[src/rtl/core/ovle_pkg.sv]
package ovle_pkg;

   // list geometry
   localparam int CAPACITY = 64;
   localparam int IDX_W    = $clog2(CAPACITY);
   localparam int CNT_W    = $clog2(CAPACITY + 1);

   // field widths
   localparam int ACT_W = 4;
   localparam int VAL_W = 32;
   localparam int ST_W  = 2;
   localparam int POS_W = 7;

   // action codes
   localparam logic [ACT_W-1:0] ACT_FRONT_INS  = 4'd0;
   localparam logic [ACT_W-1:0] ACT_BACK_INS   = 4'd1;
   localparam logic [ACT_W-1:0] ACT_BEFORE_KEY = 4'd2;
   localparam logic [ACT_W-1:0] ACT_AFTER_KEY  = 4'd3;
   localparam logic [ACT_W-1:0] ACT_DEL_FRONT  = 4'd4;
   localparam logic [ACT_W-1:0] ACT_DEL_BACK   = 4'd5;
   localparam logic [ACT_W-1:0] ACT_DEL_KEY    = 4'd6;
   localparam logic [ACT_W-1:0] ACT_SEARCH     = 4'd7;
   localparam logic [ACT_W-1:0] ACT_CLEAR      = 4'd8;

   // result status codes
   localparam logic [ST_W-1:0] ST_DONE = 2'd0;
   localparam logic [ST_W-1:0] ST_MISS = 2'd1;
   localparam logic [ST_W-1:0] ST_FULL = 2'd2;

   // where an insert or delete lands
   localparam logic [2:0] POS_FRONT    = 3'd0;
   localparam logic [2:0] POS_TAIL     = 3'd1;
   localparam logic [2:0] POS_HIT      = 3'd2;
   localparam logic [2:0] POS_HIT_NEXT = 3'd3;
   localparam logic [2:0] POS_LAST     = 3'd4;

   typedef struct packed {
      logic            load;
      logic            compare;
      logic            apply;
      logic            ins;
      logic            del;
      logic            clr;
      logic [2:0]      pos_sel;
      logic [ST_W-1:0] status;
      logic            report_pos;
   } dp_cmd_type;

   typedef struct packed {
      logic [ACT_W-1:0] action;
      logic             found;
      logic             empty;
      logic             full;
   } dp_stat_type;

endpackage

[src/rtl/core/ovle_ctrl.sv]
module ovle_ctrl
   import ovle_pkg::*;
(
   input  logic        clock,
   input  logic        reset,
   input  logic        req_tvalid,
   output logic        req_tready,
   output logic        rsp_tvalid,
   input  logic        rsp_tready,
   input  dp_stat_type stat,
   output dp_cmd_type  cmd
);

   localparam logic [1:0] S_IDLE  = 2'd0;
   localparam logic [1:0] S_CMP   = 2'd1;
   localparam logic [1:0] S_APPLY = 2'd2;

   logic [1:0] state_ff, state_in;
   logic       rsp_valid_ff, rsp_valid_in;
   logic       slot_free;
   logic       fire;

   assign req_tready = (state_ff == S_IDLE);
   assign rsp_tvalid = rsp_valid_ff;
   assign slot_free  = !rsp_valid_ff || rsp_tready;
   assign fire       = (state_ff == S_APPLY) && slot_free;

   always_comb begin
      state_in = state_ff;
      case (state_ff)
         S_IDLE:  if (req_tvalid) state_in = S_CMP;
         S_CMP:   state_in = S_APPLY;
         S_APPLY: if (slot_free) state_in = S_IDLE;
         default: state_in = S_IDLE;
      endcase
   end

   always_comb begin
      rsp_valid_in = rsp_valid_ff;
      if (rsp_valid_ff && rsp_tready) rsp_valid_in = 1'b0;
      if (fire) rsp_valid_in = 1'b1;
   end

   // action decode
   always_comb begin
      cmd            = '0;
      cmd.load       = req_tvalid && (state_ff == S_IDLE);
      cmd.compare    = (state_ff == S_CMP);
      cmd.apply      = fire;
      cmd.status     = ST_MISS;
      cmd.pos_sel    = POS_FRONT;
      case (stat.action)
         ACT_FRONT_INS, ACT_BACK_INS: begin
            cmd.pos_sel = (stat.action == ACT_FRONT_INS) ? POS_FRONT : POS_TAIL;
            if (stat.full) begin
               cmd.status = ST_FULL;
            end else begin
               cmd.status = ST_DONE;
               cmd.ins    = fire;
            end
         end
         ACT_BEFORE_KEY, ACT_AFTER_KEY: begin
            cmd.pos_sel = (stat.action == ACT_BEFORE_KEY) ? POS_HIT : POS_HIT_NEXT;
            if (!stat.found) begin
               cmd.status = ST_MISS;
            end else if (stat.full) begin
               cmd.status = ST_FULL;
            end else begin
               cmd.status = ST_DONE;
               cmd.ins    = fire;
            end
         end
         ACT_DEL_FRONT, ACT_DEL_BACK: begin
            cmd.pos_sel = (stat.action == ACT_DEL_FRONT) ? POS_FRONT : POS_LAST;
            if (!stat.empty) begin
               cmd.status = ST_DONE;
               cmd.del    = fire;
            end
         end
         ACT_DEL_KEY: begin
            cmd.pos_sel = POS_HIT;
            if (stat.found) begin
               cmd.status = ST_DONE;
               cmd.del    = fire;
            end
         end
         ACT_SEARCH: begin
            if (stat.found) begin
               cmd.status     = ST_DONE;
               cmd.report_pos = 1'b1;
            end
         end
         ACT_CLEAR: begin
            cmd.status = ST_DONE;
            cmd.clr    = fire;
         end
         default: cmd.status = ST_MISS;
      endcase
   end

   always_ff @(posedge clock) begin
      if (reset) begin
         state_ff     <= S_IDLE;
         rsp_valid_ff <= 1'b0;
      end else begin
         state_ff     <= state_in;
         rsp_valid_ff <= rsp_valid_in;
      end
   end

endmodule

[config.mk]
export PLATFORM = sky130hd
export DESIGN_NAME = ovle_ctrl
export DESIGN_NICKNAME = d
export VERILOG_FILES = /design/src/rtl/core/ovle_pkg.sv /design/src/rtl/core/ovle_ctrl.sv
export SDC_FILE = /design/constraint.sdc
export NUM_CORES = 1
export LEC_CHECK = 0
export ABC_AREA = 1
export BUFFER_PORTS_ARGS = -buffer_cell sky130_fd_sc_hd__buf_4
export CAP_MARGIN = 20
export CELL_PAD_IN_SITES_DETAIL_PLACEMENT = 1
export CELL_PAD_IN_SITES_GLOBAL_PLACEMENT = 1
export CORE_MARGIN = 5
export CORE_UTILIZATION = 21
export CTS_CLUSTER_DIAMETER = 50
export DETAILED_ROUTE_END_ITERATION = 8
export PLACE_DENSITY_LB_ADDON = 0.1
export SYNTH_ARGS = -nofsm -noshare
export SYNTH_HDL_FRONTEND = slang
export SYNTH_SLANG_ARGS = --single-unit
[constraint.sdc]
create_clock -name clock -period 1.15 [get_ports clock]
set_input_delay 0 -clock clock [delete_from_list [all_inputs] [get_ports clock]]
set_output_delay 0 -clock clock [all_outputs]
set_load 0.05 [all_outputs]
-- After elaboration in Yosys (flattened, before gate mapping)
Index checks and enable logic that the tools add are counted.
- register bits: 3
- latch bits: 0
- bits in writable memories: 0
- ROM bits: 0
- bits of input ports: 11
- output and inout bits: 14
- word-level logic and storage cells: 49
- memories: 0
- $add $sub $neg: 0
- multiply operators: 0
- div/mod/pow operators: 0
- magnitude comparators: 0
- equal/unequal tests: 12
- shift operators: 0
- multiplexer cells: 23
- bitwise operators: 0
- reduce and logical (&&, ||, !) cells: 12
- operators by type and width (cell ; number):
    4-bit by 3-bit == test with 1-bit output, second input constant ; 4
    1-bit two-way mux ; 12
    2-bit one-hot mux with 6 select lines ; 1
    3-bit one-hot mux with 4 select lines ; 1
    2-bit two-way mux ; 5
    4-bit by 2-bit == test with 1-bit output, second input constant ; 2
    2-bit one-hot mux with 3 select lines ; 1
    2-bit OR reduction ; 3
    4-bit by 1-bit == test with 1-bit output, second input constant ; 1
    4-bit == test, second input constant ; 1
    4-bit logical NOT ; 1
    2-bit inequality test, second input constant ; 2
    1-bit one-hot mux with 2 select lines ; 2
    1-bit logical AND ; 3
    3-bit two-way mux ; 1
    2-bit by 1-bit == test with 1-bit output, second input constant ; 1
    2-bit == test, second input constant ; 1
    2-bit logical NOT ; 1
    2-bit AND reduction ; 1
    2-bit nonzero test ; 1
    1-bit logical NOT ; 1
    1-bit logical OR ; 1

-- Longest topological paths before layout
Gate-level depths: netlist of run 1.
- depth in word-level cells: 6
- mapped depth: 5
- mapped depth without buffers: 5

-- Worst setup path before layout of run 1
OpenSTA, ideal clock, no wires.
- path type: reg-to-output
- from: reg rsp_valid_ff, in the netlist rsp_tvalid
- to: out cmd[6] (netlist name)
- arrival time: 1732 ps
- data required time: 1150 ps
- slack: -582 ps
- stages on the path, launching flop included: 4
- path buffers: 0
- path through: dfxtp_1 inv_1 nor2_2 nor3_1
- RTL lines (element ; RTL line ; text):
    start, declared ; ovle_ctrl.sv:19 ; logic rsp_valid_ff, rsp_valid_in;
    start signal, assigned ; ovle_ctrl.sv:107 ; rsp_valid_ff <= rsp_valid_in;
    end, declared ; ovle_ctrl.sv:11 ; output dp_cmd_type cmd

==> results.md, run 1 <==
- Status: complete, but fails checks
- Failing checks: setup timing
- Remaining DRCs: 0
- Clock Latency Late Sink: 0.23 ns
- Slew @ Worst Pin: 0.217 ns
- Non-Filler Instances: 99
- Worst Clk Skew: 0.00185 ns
- WL per Instance: around 11 um
- Synth Register Bits: 3
- CTS Buf Count: 3
- Hold crit path type: in2reg
- CTS Root Cell: clkbuf_4
- Design area: 606 um2
- Largest fanout on the critical path: 4
- Critical Path AT: 1.16 ns
- Required @ worst endpoint: approximately 1.2 ns
- H-tree depth: 1
- First-pass GRT wire length: 1820 um
- Vias: 420
- Critical path type: reg2out
- Via density: between 4 and 5
- DRT iter0 DRCs: 4
- Largest net degree at the start of global routing: 6
- Met1 WL: 508 um
- Post-route clock period utilization: 1.01
- Final Max Tran Viols: 0
- Synth-to-Final Area Change: 117%
- GPL Wtd Cong: 0.725
- Final setup viols: 1
- RSZ-0062 raised after global routing: yes
- Clock buffer depth: 2
- Port Buffers: 24
- Fin nets: 96
- Max Freq: 860 MHz
- Leak Pwr: 0.312 nW
- Max-cap check violation count: 0
- DR top layer: met4
- Layout cells sized above 1: 0.548
- Yosys cell types: 15
- Crit. End Element: output pin
- Syn Inst Count: 51
- Period minus WS final: 1.16 ns
- Syn avg cell area: 5.47 um2
- Syn Nets: 62
- Drt pass-1 iters: 4
- Row Count: 13
- Setup TNS Final: -0.0132 ns
- Hold Vio Cnt, Final: 0
- Relative slew slack: 0.854
- Routed wire length on met2: just over 500 um
- Diodes inserted: 0
- Die X: 46.5 um
- Final ANT Viol Nets: 0
- Total power divided by cell area: 868 mW/mm2
- Gr ovfl total: 0
- Die height: 46.5 um
- Core Box Area: 0.00128 mm2
- Peak VDD IR: 0.535 mV
- Initial antenna violation count: 0
- Worst-path clk slew: 0.04 ns
- Initial Util: 0.217
- Clock sink count: 3
- Vias in the first global route: 425
- Yosys warnings: 0
- Seq/Total Area, Yosys: 0.215
- DIE AREA: 0.00216 mm2
- Startpoint types: register
- DR WL met3: 82 um
- Drt total wl: around 1100 um
- TritonCTS clock tree: done
- Post-Syn Area: 279 um2
- DP Cell Count: 90
- Post-DP Area: between 400 and 500 um2
- Setup ws final: -0.0132 ns
- Post-DP HPWL: slightly above 800 um
- Total GRT Usage: 0.121
- I/O pin cnt: 25
-- cell families (layout without fill, tap and decap cells) --
group           Yosys count  after routing  share of synthesized area
buf+inv                  13             46                      0.188
compound gates            3              3                     0.0583
simple gates             32             32                      0.538
flops                     3              3                      0.215
-- synth_stat cells --
cell	number	area share
nor2_1	8	0.11
dfxtp_1	3	0.22
nor4_1	1	0.022
nor3_1	3	0.054
o22ai_1	1	0.022
inv_2	2	0.027
a21oi_1	2	0.036
nand2_1	10	0.13
nor2_4	1	0.040
nor2_2	2	0.045
buf_4	1	0.027
inv_1	10	0.13
nand3_1	5	0.090
or2_1	1	0.022
nand2_2	1	0.022
-- cells in the final DEF, fill, tap and decap left out --
| cell type | synthesis | final |
|---|---|---|
| inv_1 | 10 | 9 |
| or2_1 | 1 | 1 |
| nor3_4 | 0 | 1 |
| nand3_1 | 5 | 5 |
| inv_2 | 2 | 2 |
| nor4_1 | 1 | 1 |
| nor2_2 | 2 | 1 |
| inv_4 | 0 | 1 |
| nand2_4 | 0 | 1 |
| buf_8 | 0 | 1 |
| dfxtp_2 | 0 | 2 |
| buf_6 | 0 | 3 |
| nand2_2 | 1 | 1 |
| nor2_4 | 1 | 2 |
| clkbuf_1 | 0 | 1 |
| nand2_1 | 10 | 9 |
| a21oi_1 | 2 | 2 |
| nor2_1 | 8 | 8 |
| clkbuf_4 | 0 | 3 |
| dlygate4sd3_1 | 0 | 1 |
| nor3_2 | 0 | 2 |
| o22ai_1 | 1 | 1 |
| buf_4 | 1 | 25 |
| dfxtp_4 | 0 | 1 |
-- routing by layer --
| layer | vias to the layer above | GRT usage |
|---|---|---|
| li1 | 220 | - |
| met1 | 182 | 0.153 |
| met2 | 16 | 0.179 |
| met3 | 2 | 0.0234 |
| met4 | 0 | 0.0852 |
| met5 | - | 0 |
-- state kept, by name (all words and copies together), names as in the netlist --
register / flops
rsp_tvalid: 1
state_ff: 2
-- what timing repair did --
item	CTS	global route
pin swaps	3	1
hold buffers	1	0
gates resized for setup	9	4
hold endpoints to repair	3	0
buffers inserted	3	1
setup endpoints to repair	3	4
-- report_power, final --
group	internal [mW]	leakage [nW]	switching [mW]	total, mW
clock network	0.130	0.0150	0.0603	0.191
logic	0.0825	0.271	0.138	0.221
registers	0.109	0.0261	0.00461	0.114
total	0.322	0.312	0.203	0.525
-- stage by stage --
step           hold slack, ns  power [mW]   util  worst slack (ns)
3_5_place_dp            0.175       0.312  0.387             0.157
2_1_floorplan          0.0617       0.237      -           -0.0496
5_1_grt                0.0848       0.558  0.471           -0.0795
4_1_cts                0.0349       0.526  0.452          -0.00962
6_report               0.0721       0.525  0.471           -0.0132
3_3_place_gp            0.186       0.312  0.387             0.189
-- critical path, stage by stage (launching register included) --
cell	delay, ns
dfxtp_4	0.34
inv_4	0.06
nand2_4	0.06
nor2_4	0.11
nand2_1	0.07
nor2_2	0.12
buf_6	0.16
-- final timing paths --
| kind | startpoint | to | slack [ns] | cells after the start |
|---|---|---|---|---|
| setup reg to reg | rsp_tvalid | state_ff[1] | 0.23 | 5 |
| hold / removal | req_tvalid | state_ff[0] | 0.07 | 3 |
| setup / recovery | state_ff[0] | cmd[8] | -0.01 | 6 |
| hold reg to reg | state_ff[1] | rsp_tvalid | 0.52 | 2 |
-- layout make-up --
class	instances	area [um2]
Clock buffer	4	26.3
Fill cell	182	679
Inverter	12	47.5
Multi-Input combinational cell	35	200
Sequential cell	3	66.3
Tap cell	15	18.8
Timing Repair Buffer	30	246
No activity file was read; power rests on OpenSTA's default activity.
==> run 2, diff against run 1 <==
--- a/config.mk
+++ b/config.mk
@@ -14,7 +14,7 @@
 export CORE_UTILIZATION = 21
 export CTS_CLUSTER_DIAMETER = 50
 export DETAILED_ROUTE_END_ITERATION = 8
-export PLACE_DENSITY_LB_ADDON = 0.1
+export PLACE_DENSITY = 0.73
 export SYNTH_ARGS = -nofsm -noshare
 export SYNTH_HDL_FRONTEND = slang
 export SYNTH_SLANG_ARGS = --single-unit
==> run 2 against run 1 <==
Net effect:
- the run now ends clean
- combinational power hardly changed
- critical path depth stayed put
- first-iteration DRC count is 100% lower
- clock power is 4% lower
- die area stayed put
- worst hold slack worse by 0.018 ns
- design area is 2.5% higher
- largest cell class unchanged
- largest power group unchanged
==> results.md, run 2 (synthesized netlist as in run 1, its figures left out) <==
- Hold crit path type: in2reg (unchanged)
- Final setup viols: 0 (was 1)
- Worst-path clk slew: 0.04 ns (about the same)
- Sw Share: 0.380 (was 0.387)
- WL per Instance: 11.8 um (was 11.3 um)
- TritonCTS clock tree: done (unchanged)
- Drt pass-1 iters: 1 (was 4)
- Final ANT Viol Nets: 0 (unchanged)
- H-tree depth: 1 (unchanged)
- RSZ-0062 raised after global routing: yes (unchanged)
- Largest fanout on the critical path: 4 (unchanged)
- Clk pwr share: 0.352 (was 0.363)
- Final Max Tran Viols: 0 (unchanged)
- Critical Path AT: 1.15 ns (was 1.16 ns)
- Drt total wl: 1180 um (was 1120 um)
- Clock buffer depth: 2 (unchanged)
- Initial antenna violation count: 0 (unchanged)
- Top reg by flops: state_ff (unchanged)
- Hold slack: 0.0545 ns (was 0.0721 ns)
- Power consumption: 518 uW (was 525 uW)
- Setup ws final: 0.000490 ns (was -0.0132 ns)
- Remaining DRCs: 0 (unchanged)
- Largest net degree at the start of global routing: 6 (unchanged)
- Slew @ Worst Pin: 0.230 ns (was 0.217 ns)
- Setup TNS Final: 0 ns (was -0.0132 ns)
- Switching power: 197 uW (was 203 uW)
- Max reg flops: 2 (unchanged)
- Clock Latency Late Sink: 0.23 ns (about the same)
- Total power divided by cell area: 835 mW/mm2 (was 868 mW/mm2)
- CTS Buf Count: 3 (unchanged)
- DRT iter0 DRCs: 0 (was 4)
- Most common cell after layout, fill and taps aside: buf_4 (unchanged)
- Peak VDD IR: 0.533 mV (was 0.535 mV)
- Max-cap check violation count: 0 (unchanged)
- Total GRT Usage: 0.122 (was 0.121)
- Comb power frac: 0.431 (was 0.420)
- DP Cell Count: 89 (was 90)
- Most frequent cells in the layout: 26 x buf_4, 8 x inv_1, 8 x nand2_1, 8 x nor2_1, 5 x nand3_1 (was 25 x buf_4, 9 x inv_1, 9 x nand2_1)
- Hold Vio Cnt, Final: 0 (unchanged)
- Status: finished, final reports clean (was complete, but fails checks)
- Worst Clk Skew: 0.00148 ns (was 0.00185 ns)
- CTS Root Cell: clkbuf_4 (unchanged)
- Synth-to-Final Area Change: 122% (was 117%)
- Post-layout util: 0.483 (was 0.471)
- Relative slew slack: 0.845 (was 0.854)
- Seq pwr share: 0.217 (about the same)
- DIE AREA: 0.00216 mm2 (unchanged)
- Post-DP Area: 489 um2 (was 497 um2)
- Internal power: 322 uW (about the same)
- Post-DP HPWL: 838 um (was 823 um)
- Pre-CTS setup slack: 0.0931 ns (was 0.157 ns)
- GPL Wtd Cong: 0.741 (was 0.725)
- Core Box Area: 0.00128 mm2 (unchanged)
- First-pass GRT wire length: 1840 um (was 1820 um)
- Non-Filler Instances: 100 (was 99)
- Fill cells: 166 (was 182)
- Port Buffers: 24 (unchanged)
- Clock sink count: 3 (unchanged)
- Startpoint types: register (unchanged)
- Vias: 442 (was 420)
- I/O pin cnt: 25 (unchanged)
- Critical path type: reg2out (unchanged)
- Diodes inserted: 0 (unchanged)
- Gr ovfl total: 0 (unchanged)
- Max Freq: 870 MHz (was 860 MHz)
- Initial Util: 0.217 (unchanged)
- Fin nets: 97 (was 96)
- Layout cells sized above 1: 0.576 (was 0.548)
- Crit. End Element: output pin (unchanged)
- Via density: 4.42 (was 4.24)
- Post-route clock period utilization: 1.00 (was 1.01)
- Die X: 46.5 um (unchanged)
- Required @ worst endpoint: 1.15 ns (about the same)
- Period minus WS final: 1.15 ns (was 1.16 ns)
- Die height: 46.5 um (unchanged)
- Row Count: 13 (unchanged)
- Design area: 621 um2 (was 606 um2)
- Leak Pwr: 0.316 nW (was 0.312 nW)
- Vias in the first global route: 483 (was 425)
[run 2: cell types whose count changed in the layout (fill, tap and decap cells not counted), sizes merged]
cell  previous run  this run
buf             29        30
[run 2: timing repair]
action                                  CTS  global route
hold endpoints to repair                  3             0
hold buffers                              1             0
gates resized for setup                  10             7
setup buffers                             6             0
gates cloned                              0             0
endpoints found under the setup margin    4             4
pin swaps                                 3             2
[run 2: area by class of cell]
cell class                      count  area [um2]  share of cell area
Inverter                           12        47.5              0.0766
Tap cell                           15        18.8              0.0302
Timing Repair Buffer               31         258               0.415
Sequential cell                     3        68.8               0.111
Multi-Input combinational cell     35         201               0.325
Clock buffer                        4        26.3              0.0423
[run 2: power by group through the flow]
stage | Sequential [mW] | Clock [mW] | Combinational, mW
final | 0.112 | 0.183 | 0.223
after global routing | 0.113 | 0.206 | 0.239
after CTS | 0.112 | 0.190 | 0.217
after detailed placement | 0.118 | 0 | 0.192
after global placement | 0.117 | 0 | 0.191
after floorplan | 0.121 | 0 | 0.116
[run 2: worst paths after layout]
kind	startpoint	endpoint	slack, ns	cells past startpoint
worst min-delay path	req_tvalid	state_ff[0]	0.05	3
worst max register to register	state_ff[1]	state_ff[0]	0.28	2
worst min register to register	state_ff[0]	state_ff[0]	0.56	2
worst max-delay path	state_ff[0]	cmd[7]	0.0005	6
[run 2: metal layers]
metal,routed length [um],vias up,track usage
met4,0,0,0.0682
met1,384,201,0.108
met3,109,0,0.0391
li1,-,222,-
met5,0,-,0
met2,686,19,0.234
[run 2: worst max-delay path: stages, from the launching register on]
cell     delay, ns
dfxtp_4       0.34
inv_4         0.06
nand2_4       0.06
nor2_4        0.14
nand3_1       0.10
nand2_2       0.09
buf_8         0.14
==> run 3, diff against run 2 <==
--- a/config.mk
+++ b/config.mk
@@ -11,10 +11,10 @@
 export CELL_PAD_IN_SITES_DETAIL_PLACEMENT = 1
 export CELL_PAD_IN_SITES_GLOBAL_PLACEMENT = 1
 export CORE_MARGIN = 5
-export CORE_UTILIZATION = 21
+export CORE_UTILIZATION = 20
 export CTS_CLUSTER_DIAMETER = 50
 export DETAILED_ROUTE_END_ITERATION = 8
-export PLACE_DENSITY = 0.73
+export PLACE_DENSITY = 0.7
 export SYNTH_ARGS = -nofsm -noshare
 export SYNTH_HDL_FRONTEND = slang
 export SYNTH_SLANG_ARGS = --single-unit
==> constraint.sdc (replaced) <==
create_clock -name clock -period 1.2 [get_ports clock]
set_input_delay 0 -clock clock [delete_from_list [all_inputs] [get_ports clock]]
set_output_delay 0 -clock clock [all_outputs]
set_load 0.05 [all_outputs]
==> run 3 against run 2 <==
Net effect:
- register-to-register slack better by 0.11 ns
- combinational power shrank 16%
- highest routed layer is now met4
- via count shrank 5.9%
- core utilization decreased by 6.3 points
==> results.md, run 3 (synthesized netlist as in run 1, its figures left out) <==
- Most common cell after layout, fill and taps aside: buf_4 (unchanged)
- CTS Buf Count: 3 (unchanged)
- Synth-to-Final Area Change: 98.2% (was 122%)
- Core Box Area: 0.00132 mm2 (was 0.00128 mm2)
- TritonCTS clock tree: done (unchanged)
- Status: finished, final reports clean (unchanged)
- Max Freq: about 870 MHz
- Initial Util: 0.212 (was 0.217)
- Crit-path cells: inv_4, nand2_4, nor2_4, nand3_1, nand2_1, buf_6 (was inv_4, nand2_4, nor2_4, nand3_1, nand2_2, buf_8)
- Hold crit path type: in2reg (unchanged)
- Initial antenna violation count: 0 (unchanged)
- WL per Instance: 9.94 um (was 11.8 um)
- Multi-input logic area: 194 um2 (was 201 um2)
- Worst Clk Skew: 0.00344 ns (was 0.00148 ns)
- Most frequent cells in the layout: 22 x buf_4, 10 x inv_1, 9 x nand2_1 (was 26 x buf_4, 8 x inv_1, 8 x nand2_1, 8 x nor2_1, 5 x nand3_1)
- Crit. End Element: output pin (unchanged)
- Remaining DRCs: 0 (unchanged)
- Worst-path clk slew: 0.04 ns (about the same)
- Max-cap check violation count: 0 (unchanged)
- Total power divided by cell area: 870 mW/mm2 (was 835 mW/mm2)
- Vias in the first global route: 375 (was 483)
- Drt pass-1 iters: 1 (unchanged)
- Final ANT Viol Nets: 0 (unchanged)
- RSZ-0062 raised after global routing: yes (unchanged)
- DIE AREA: 0.00224 mm2 (was 0.00216 mm2)
- Clock Latency Late Sink: 0.24 ns (was 0.23 ns)
- Critical Path AT: 1.14 ns (was 1.15 ns)
- Slowest cell on crit path: dfxtp_4 (unchanged)
- First-pass GRT wire length: 1350 um (was 1840 um)
- Fin nets: 91 (was 97)
- H-tree depth: 1 (unchanged)
- Top reg by flops: state_ff (unchanged)
- Vias: 416 (was 442)
- Clock sink count: 3 (unchanged)
- Final Max Tran Viols: 0 (unchanged)
- Diodes inserted: 0 (unchanged)
- Relative slew slack: 0.862 (was 0.845)
- Startpoint types: register (unchanged)
- Setup TNS Final: 0 ns (unchanged)
- Drt total wl: 934 um (was 1180 um)
- GPL Wtd Cong: 0.780 (was 0.741)
- Post-route clock period utilization: 0.954
- Hold Vio Cnt, Final: 0 (unchanged)
- Final setup viols: 0 (unchanged)
- Fill cells: 183 (was 166)
- Total GRT Usage: 0.0915 (was 0.122)
- Post-DP HPWL: 806 um (was 838 um)
- Max reg flops: 2 (unchanged)
- Largest fanout on the critical path: 5 (was 4)
- I/O pin cnt: 25 (unchanged)
- Port Buffers: 24 (unchanged)
- Via density: 4.43 (was 4.42)
- Largest net degree at the start of global routing: 7 (was 6)
- Required @ worst endpoint: 1.20 ns (was 1.15 ns)
- Non-Filler Instances: 94 (was 100)
- Period minus WS final: 1.14 ns
- Die X: 47.4 um (was 46.5 um)
- Die height: 47.4 um (was 46.5 um)
- Row Count: 13 (unchanged)
- CTS Root Cell: clkbuf_4 (unchanged)
- DRT iter0 DRCs: 0 (unchanged)
- Clock buffer depth: 2 (unchanged)
- Slew @ Worst Pin: 0.205 ns (was 0.230 ns)
- FF/Latch Area: 68.8 um2 (unchanged)
- Layout cells sized above 1: 0.506 (was 0.576)
- Peak VDD IR: 0.474 mV (was 0.533 mV)
- Leak Pwr: 0.286 nW (was 0.316 nW)
- Gr ovfl total: 0 (unchanged)
- Critical path type: reg2out (unchanged)
- Crit-path max cell delay: 0.36 ns (was 0.34 ns)
- DP Cell Count: 89 (unchanged)
[run 3: worst paths after layout]
check	startpoint	slack (ns)	endpoint	depth (start not counted)
worst max-delay path	state_ff[0]	0.06	cmd[7]	6
worst min-delay path	req_tvalid	0.03	state_ff[0]	3
worst max register to register	rsp_tvalid	0.39	state_ff[1]	4
worst min register to register	state_ff[0]	0.46	state_ff[0]	1
[run 3: area by class of cell]
| class | instances | share of cell area |
|---|---|---|
| Inverter | 12 | 0.0860 |
| Sequential cell | 3 | 0.124 |
| Clock buffer | 4 | 0.0475 |
| Tap cell | 15 | 0.0339 |
| Multi-Input combinational cell | 35 | 0.351 |
| Timing Repair Buffer | 25 | 0.357 |
[run 3: where the power goes]
part	internal [mW]	total, mW	switching (mW)
clock network	0.125	0.183	0.0582
registers	0.103	0.111	0.00732
logic	0.0658	0.187	0.122
[run 3: through the flow]
stage               utilization  total power, mW  setup WS, ns  hold slack, ns  instance area [um2]
finish                    0.420            0.481        0.0552          0.0332                  553
global route              0.420            0.522       -0.0404          0.0285                  553
CTS                       0.405            0.490        0.0184          0.0373                  533
detailed placement        0.369            0.297         0.162           0.184                  487
global placement          0.369            0.296         0.194           0.183                  487
floorplan                     -            0.227      0.000417          0.0617                  295
[run 3: routing by layer]
layer	GRT usage	vias up	wire [um]
met4	0.0994	0	32
met3	0.0307	4	111
met2	0.168	19	497
li1	-	212	-
met5	0	-	0
met1	0.0674	181	292
[run 3: critical path, delay by kind of cell, from the launching register on]
| family | cells | cell delay (ns) |
|---|---|---|
| flops | 1 | 0.36 |
| buf+inv | 2 | 0.22 |
| simple gates | 4 | 0.34 |
[run 3: timing repair]
| action | 4_1_cts | 5_1_grt |
|---|---|---|
| pin swaps | 1 | 0 |
| buffers inserted | 0 | 0 |
| endpoints found under the hold margin | 3 | 0 |
| setup endpoints to repair | 3 | 2 |
| hold buffers | 1 | 0 |
| gates cloned | 0 | 0 |
| gates resized for setup | 4 | 6 |
